File: src/sv/shtqp_pkg.sv
// Shared types and constants for the string hash table.
`timescale 1ns / 1ps
package shtqp_pkg;
  localparam int SLOTS = 256;
  localparam int MAX_KEY_LEN = 20;
  localparam int SLOT_W = $clog2(SLOTS);
  localparam int LEN_W = 5;
  localparam int CHAR_W = 7;
  localparam int KEY_ADDR_W = $clog2(SLOTS * MAX_KEY_LEN);
  localparam int QIDX_W = $clog2(MAX_KEY_LEN);

  localparam logic [2:0] ST_INSERTED = 3'd0;
  localparam logic [2:0] ST_FULL = 3'd1;
  localparam logic [2:0] ST_FOUND = 3'd2;
  localparam logic [2:0] ST_NOT_FOUND = 3'd3;
  localparam logic [2:0] ST_TOO_LONG = 3'd4;

  localparam logic CFG_TABLE_SIZE = 1'b0;
  localparam logic CFG_HASH_MULT = 1'b1;

  typedef enum logic [3:0] {
    S_IDLE, S_MUL, S_ACC, S_MOD, S_PROBE, S_READ, S_CHECK,
    S_CMP, S_WRITE, S_NEXT, S_DONE
  } state_t;

  typedef struct packed {
    logic acc_char;
    logic acc_mul;
    logic acc_add;
    logic mod_start;
    logic probe_init;
    logic probe_step;
    logic slot_read;
    logic cmp_init;
    logic cmp_step;
    logic write_step;
    logic clear_query;
  } cmd_t;

  typedef struct packed {
    logic last;
    logic op;
    logic too_long;
    logic mod_done;
    logic probes_left;
    logic used;
    logic len_match;
    logic cmp_left;
    logic char_match;
    logic write_left;
  } stat_t;
endpackage

File: src/sv/shtqp_ctrl.sv
// Controller state machine sequencing accumulate, hash reduce and probing.
`timescale 1ns / 1ps
module shtqp_ctrl (
  input  logic              clk,
  input  logic              rst,
  input  logic              start,
  output logic              busy,
  input  shtqp_pkg::stat_t  stat,
  output shtqp_pkg::cmd_t   cmd,
  output logic              done,
  output logic [2:0]        res_status,
  output logic              res_zero
);
  shtqp_pkg::state_t state, state_next;
  logic [2:0] st_reg, st_next;
  logic zero_reg, zero_next;

  always_ff @(posedge clk) begin
    if (rst) begin
      state <= shtqp_pkg::S_IDLE;
      st_reg <= '0;
      zero_reg <= 1'b1;
    end else begin
      state <= state_next;
      st_reg <= st_next;
      zero_reg <= zero_next;
    end
  end

  always_comb begin
    state_next = state;
    st_next = st_reg;
    zero_next = zero_reg;
    cmd = '0;
    busy = (state != shtqp_pkg::S_IDLE);
    done = 1'b0;
    case (state)
      shtqp_pkg::S_IDLE: if (start) begin
        cmd.acc_char = 1'b1;
        state_next = shtqp_pkg::S_MUL;
      end
      shtqp_pkg::S_MUL: begin
        cmd.acc_mul = 1'b1;
        state_next = shtqp_pkg::S_ACC;
      end
      shtqp_pkg::S_ACC: begin
        cmd.acc_add = 1'b1;
        if (!stat.last) state_next = shtqp_pkg::S_IDLE;
        else if (stat.too_long) begin
          st_next = shtqp_pkg::ST_TOO_LONG;
          zero_next = 1'b1;
          state_next = shtqp_pkg::S_DONE;
        end else state_next = shtqp_pkg::S_MOD;
      end
      shtqp_pkg::S_MOD: begin
        cmd.mod_start = 1'b1;
        state_next = shtqp_pkg::S_PROBE;
      end
      shtqp_pkg::S_PROBE: if (stat.mod_done) begin
        cmd.probe_init = 1'b1;
        state_next = shtqp_pkg::S_READ;
      end
      shtqp_pkg::S_READ: begin
        cmd.slot_read = 1'b1;
        cmd.cmp_init = 1'b1;
        state_next = shtqp_pkg::S_CHECK;
      end
      shtqp_pkg::S_CHECK: begin
        if (!stat.probes_left) begin
          st_next = stat.op ? shtqp_pkg::ST_NOT_FOUND : shtqp_pkg::ST_FULL;
          zero_next = 1'b1;
          state_next = shtqp_pkg::S_DONE;
        end else if (!stat.used) begin
          if (stat.op) begin
            st_next = shtqp_pkg::ST_NOT_FOUND;
            zero_next = 1'b1;
            state_next = shtqp_pkg::S_DONE;
          end else state_next = shtqp_pkg::S_WRITE;
        end else if (stat.op && stat.len_match) begin
          cmd.cmp_step = 1'b1;
          state_next = shtqp_pkg::S_CMP;
        end else state_next = shtqp_pkg::S_NEXT;
      end
      // key data is read through a register, so it trails the char index
      shtqp_pkg::S_CMP: begin
        if (!stat.char_match) state_next = shtqp_pkg::S_NEXT;
        else if (!stat.cmp_left) begin
          st_next = shtqp_pkg::ST_FOUND;
          zero_next = 1'b0;
          state_next = shtqp_pkg::S_DONE;
        end else cmd.cmp_step = 1'b1;
      end
      shtqp_pkg::S_WRITE: begin
        cmd.write_step = 1'b1;
        if (!stat.write_left) begin
          st_next = shtqp_pkg::ST_INSERTED;
          zero_next = 1'b0;
          state_next = shtqp_pkg::S_DONE;
        end
      end
      shtqp_pkg::S_NEXT: begin
        cmd.probe_step = 1'b1;
        state_next = shtqp_pkg::S_READ;
      end
      shtqp_pkg::S_DONE: begin
        done = 1'b1;
        cmd.clear_query = 1'b1;
        state_next = shtqp_pkg::S_IDLE;
      end
      default: state_next = shtqp_pkg::S_IDLE;
    endcase
  end

  assign res_status = st_reg;
  assign res_zero = zero_reg;

  a_done_idle: assert property (@(posedge clk) disable iff (rst)
    done |=> state == shtqp_pkg::S_IDLE) else $error("done not followed by idle");
  a_busy_start: assert property (@(posedge clk) disable iff (rst)
    (start && !busy) |=> busy) else $error("request not taken");
  a_done_last: assert property (@(posedge clk) disable iff (rst)
    done |-> stat.last) else $error("result without final char");
endmodule

File: config.mk
export PLATFORM = sky130hd
export DESIGN_NAME = shtqp_ctrl
export DESIGN_NICKNAME = d
export VERILOG_FILES = /design/src/sv/shtqp_pkg.sv /design/src/sv/shtqp_ctrl.sv
export SDC_FILE = /design/constraint.sdc
export NUM_CORES = 1
export LEC_CHECK = 0
export BUFFER_PORTS_ARGS = -buffer_cell sky130_fd_sc_hd__buf_2
export CORE_UTILIZATION = 42
export CTS_CLUSTER_DIAMETER = 80
export DETAILED_ROUTE_END_ITERATION = 8
export MAX_ROUTING_LAYER = met4
export PLACE_DENSITY = 0.72
export SLEW_MARGIN = 15
export SYNTH_ARGS = -nofsm -noshare
export SYNTH_HDL_FRONTEND = slang
export SYNTH_SLANG_ARGS = --single-unit
File: constraint.sdc
create_clock -name clk -period 1.7 [get_ports clk]
set_input_delay 0.085 -clock clk [delete_from_list [all_inputs] [get_ports clk]]
set_output_delay 0.085 -clock clk [all_outputs]
set_load 0.005 [all_outputs]
### Word level (Yosys, flattened, before mapping)

Cells that the tools add are included.

| operators by class | value |
|---|---|
| add/sub/neg operators | 0 |
| multiply operators | 0 |
| divide/modulo/power cells | 0 |
| $lt $le $gt $ge | 0 |
| equal/unequal tests | 20 |
| shifts and indexed selects | 0 |
| muxes and demuxes | 48 |
| bitwise logic cells | 0 |
| reductions and logical operators | 6 |

Operators with widths:

| operator | count |
|---|---|
| two-way mux 4 bit | 10 |
| case mux 4 bit (10 select lines) | 1 |
| two-way mux 3 bit | 8 |
| two-way mux 1 bit | 23 |
| equality test 4 x 3 -> 1 bit (second input constant) | 4 |
| != test 2 bit (second input constant) | 7 |
| equality test 4 bit (second input constant) | 3 |
| case mux 3 bit (4 select lines) | 1 |
| != test 3 bit (second input constant) | 3 |
| equality test 4 x 2 -> 1 bit (second input constant) | 2 |
| AND reduction 8 bit | 1 |
| nonzero test 4 bit | 2 |
| two-way mux 2 bit | 3 |
| equality test 4 x 1 -> 1 bit (second input constant) | 1 |
| logical NOT 4 bit | 1 |
| case mux 1 bit (4 select lines) | 1 |
| AND reduction 4 bit | 1 |
| case mux 1 bit (2 select lines) | 1 |
| logical AND 1 bit | 1 |

| word-level totals | value |
|---|---|
| flip-flop bits (word level) | 8 |
| latch bits | 0 |
| bits in writable memories | 0 |
| ROM bits | 0 |
| bits of input ports | 13 |
| logic and storage cells | 77 |
| memories | 0 |

### Depth between registers and ports, before layout

| logic depth | value |
|---|---|
| depth in word-level cells | 5 |
| mapped depth | 6 |
| mapped depth without buffers | 5 |

### Least setup slack after synthesis

OpenSTA, ideal clock, no wires.

| timing path | value |
|---|---|
| path type | register -> register |
| start | register state[0] |
| end | register st_reg[1], in the netlist res_status[1] |
| library setup time | 0.070 ns |
| data arrival time | 1.557 ns |
| slack | 0.074 ns |
| stages on the path, launching flop included | 6 |
| buffers on the path | 1 |
| cells stage by stage | dfxtp_1 > buf_4 > nor4b_4 > o2111ai_2 > or3_1 > a21oi_1 |

| between the ends | value |
|---|---|
| word-level cells in the longest chain between the ends | 3 |
| elaborated cells on any way between the ends | 14 |
| those cells by class | 11 x eq/ne; 1 x mux; 2 x reduce/logical |

Ends and longest elaborated chain:

| what | line | text |
|---|---|---|
| start: declaration | shtqp_ctrl.sv:14 | `shtqp_pkg::state_t state, state_next;` |
| start signal: assignment | shtqp_ctrl.sv:20 | `state <= shtqp_pkg::S_IDLE;` |
| start signal: assignment | shtqp_ctrl.sv:24 | `state <= state_next;` |
| equality test 4 x 3 -> 1 bit (tied with other cells) | shtqp_ctrl.sv:37 | `case (state)` |
| != test 3 bit (no source line) (tied with other cells) | n/a |  |
| AND reduction 8 bit (no source line) | n/a |  |
| end signal: assignment | shtqp_ctrl.sv:25 | `st_reg <= st_next;` |
| end: declaration | shtqp_ctrl.sv:15 | `logic [2:0] st_reg, st_next;` |

Several ways; a longest one is shown, not always the timed one.
A chain may end at the register's enable or synchronous reset.

### Worst setup path after layout

| timing path | value |
|---|---|
| start | register state[2] |
| end | register zero_reg, in the netlist res_zero |

| between the ends | value |
|---|---|
| word-level cells in the longest chain between the ends | 3 |
| elaborated cells on any way between the ends | 14 |
| those cells by class | 11 x eq/ne; 1 x mux; 2 x reduce/logical |

Ends and longest elaborated chain:

| what | line | text |
|---|---|---|
| equality test 4 x 3 -> 1 bit (tied with other cells) | shtqp_ctrl.sv:37 |  |
| != test 3 bit (no source line) (tied with other cells) | n/a |  |
| AND reduction 8 bit (no source line) | n/a |  |
| end signal: assignment | shtqp_ctrl.sv:26 | `zero_reg <= zero_next;` |
| end: declaration | shtqp_ctrl.sv:16 | `logic zero_reg, zero_next;` |

Several ways; a longest one is shown, not always the timed one.

==> qor.csv <==
stage;metric;value;unit
status;status;finished with violations;
status;failing checks;DRC;
synth;#FFs+latches synth;8;
worst_setup_path;Crit Path Category;reg -> reg;
worst_setup_path;critical path startpoint category;register;
synth;syn_nets;104;
floorplan;Die W;43.4;microns
floorplan;Site Rows;14;
synth;register area share after synthesis;22.3;%
global_routing;vias in the first global route;791;
placement;placed cell count;145;
floorplan;Die Area;1880;sq um
finish;Layout Cells excl Fill;151;
floorplan;Initial Utilization;46.1;%
timing;Hold Violations, Final;0;
route;Total Wirelength;2.08;mm
worst_setup_path;WP data required;1840;ps
synth;Post-synth ARST share;0;%
clocking;CTS tree;done;
clocking;CTS clock-pin slew for the worst setup and hold paths;70;ps
route;DR vias/cell;5.66;
placement;IO Port Bufs;29;
route;DRC Markers;5;
power;Comb pwr share;41.4;%
timing;WHS;97.0;ps
finish;# fillers;140;
placement;DP HPWL;1.61;mm
floorplan;Die Y;43.4;microns
floorplan;IO Pins;30;
synth;mapped cell area;718;sq um
power;internal power;409;uW
route;antenna-violating nets left;0;
synth;EDFF count, synth;0;
finish;area delta synth->final;40.9;%
worst_setup_path;Max Fanout on Critical Path;4;
worst_setup_path;Critical Path AT;1810;ps
route;routed len/inst;13.8;microns
synth;top cells by count, synth;9 x nand2_1, 8 x dfxtp_1, 7 x a21oi_1, 7 x nor2_1, 6 x nor3_1;
timing;Slew Limit Fails;0;
global_routing;largest net degree at the start of global routing;13;
global_routing;initial antenna violation count;0;
timing;minimum clock period;1670;ps
timing;Slew @ Worst Pin;319;ps
synth;Synth Flop Type;dfxtp_1;
worst_hold_path;HP Class;in -> reg;
power;switch share;33.7;%
finish;ANT cells;0;
route;Via Count;855;
power;Flop pwr share;33.8;%
power;leak pwr;0.484;nW
timing;Highest Clock Rate;599;MHz
finish;Nets;150;
clocking;clk_lat worst skew;250;ps
synth;Post-Syn Instances;91;
global_routing;first-pass GRT wire length;3.32;mm
clocking;CTS Buf Count;3;
clocking;H-tree depth;1;
power;Psw;208;uW
job;maxcap violations;0;
synth;count leader, synth;nand2_1;
timing;period utilisation layout;98.1;%
timing;relative slew slack;78.7;%
clocking;Sink Count;8;
power;power per cell area;609;nW/um^2
global_routing;GR Overflow Total;0;
route;DRT iter0 DRCs;33;
power;power share of the clock group;24.8;%
placement;RePlAce Congestion;0.935;
clocking;CTS Root Cell;clkbuf_4;
worst_setup_path;crit end category;register;
synth;synth warn;0;
finish;layout cell share with drive strength beyond 1;49.6;%
global_routing;GRT Total Usage;23.5;%
synth;Post-Syn Area per Cell;7.89;sq um
timing;Worst Clk Skew;8.16;ps
synth;top post-synthesis cells by area;dfxtp_1 22%, a21oi_1 4.9%, nand2_1 4.7%, nor3_1 4.2%, buf_4 4.2%;
clocking;clock tree buffer depth;2;
power;Worst VDD drop;350;uV
timing;final setup violation count;0;
synth;Synth area leader;dfxtp_1;
route;drt pass-1 iters;6;
synth;Netlist cell types;40;
floorplan;core box area;1560;sq um
synth;Synth top area share;22.3;%
## routing by layer
metal | wire length [microns] | global-route usage [%] | vias up | part of all wire (%)
met4 | 38 | 7.50 | 0 | 1.8
met3 | 112 | 3.75 | 4 | 5.4
met5 | 0 | - | - | 0
met1 | 968 | 31.0 | 389 | 46
met2 | 963 | 37.0 | 31 | 46
li1 | - | - | 431 | -
## through the flow
step | setup TNS, ps | utilization (%) | total power, mW | setup slack (ps) | instance area, sq um
after floorplan | 0 | - | 0.355 | 73.6 | 718
after global placement | 0 | 60.9 | 0.449 | 15.4 | 950
after detailed placement | 0 | 60.9 | 0.453 | 15.7 | 950
after CTS | 0 | 62.6 | 0.602 | 4.99 | 976
after global routing | -17.6 | 64.9 | 0.650 | -14.3 | 1010
final | 0 | 64.9 | 0.617 | 31.8 | 1010
## worst max-delay path, cell delays in order (launching register included)
cell	delay, ps
dfxtp_2	340
buf_4	140
nor4b_4	360
o2111ai_2	190
buf_4	190
a211o_2	320
## repair_timing
item                       CTS  global route
setup endpoints to repair    1             9
buffers inserted             0             3
pin swaps                    0             4
resized for setup            1             6
hold buffers                 0             0
## power by group through the flow
stage          sequential (mW)  clock [mW]  combinational [mW]
2_1_floorplan            0.210           0               0.145
3_3_place_gp             0.211           0               0.238
3_5_place_dp             0.212           0               0.242
4_1_cts                  0.207       0.149               0.245
5_1_grt                  0.209       0.163               0.278
6_report                 0.208       0.153               0.255
## state kept, by name, indices dropped and copies added (netlist names)
register	count
res_status	3
res_zero	1
state	4
## logic make-up (layout without fill, tap and decap cells)
logic type      Yosys count  count (layout)  share of synthesized area (%)
compound gates           27              27                           26.7
buf+inv                  12              56                           11.1
flops                     8               8                           22.3
mux                       3               3                           4.36
simple gates             41              41                           35.5
## area by class of cell
cell class / count / area, sq um / area share, %
Clock buffer: 3 / 22.5 / 2.22
Inverter: 3 / 11.3 / 1.11
Multi-Input combinational cell: 71 / 488 / 48.2
Tap cell: 16 / 20.0 / 1.98
Timing Repair Buffer: 50 / 307 / 30.3
Sequential cell: 8 / 164 / 16.2
## worst paths after layout
check                                to  cells past startpoint                       start  slack [ps]
max               res_zero$_SDFFE_PP1P_                      5       state[2]$_SDFFE_PP0P_          30
min          res_status[1]$_SDFFE_PP0P_                      2                         rst         100
max reg2reg       res_zero$_SDFFE_PP1P_                      5       state[2]$_SDFFE_PP0P_          30
min reg2reg  res_status[1]$_SDFFE_PP0P_                      2  res_status[1]$_SDFFE_PP0P_         450
## layout by cell type, fill, tap and decap left out, types with 2 or more instances in the layout
cell,count
buf_2,29
nor4bb_1,2
dfxtp_2,3
clkbuf_4,3
inv_1,3
nand2_1,9
dfxtp_1,5
a31oi_1,2
buf_4,20
a32oi_1,2
nor2_1,6
nor3_1,6
mux2i_1,2
nand3_1,2
a21oi_1,6
and3_1,2
o21ai_0,5
nand2b_1,3
Power figures use the tool's default switching activity.
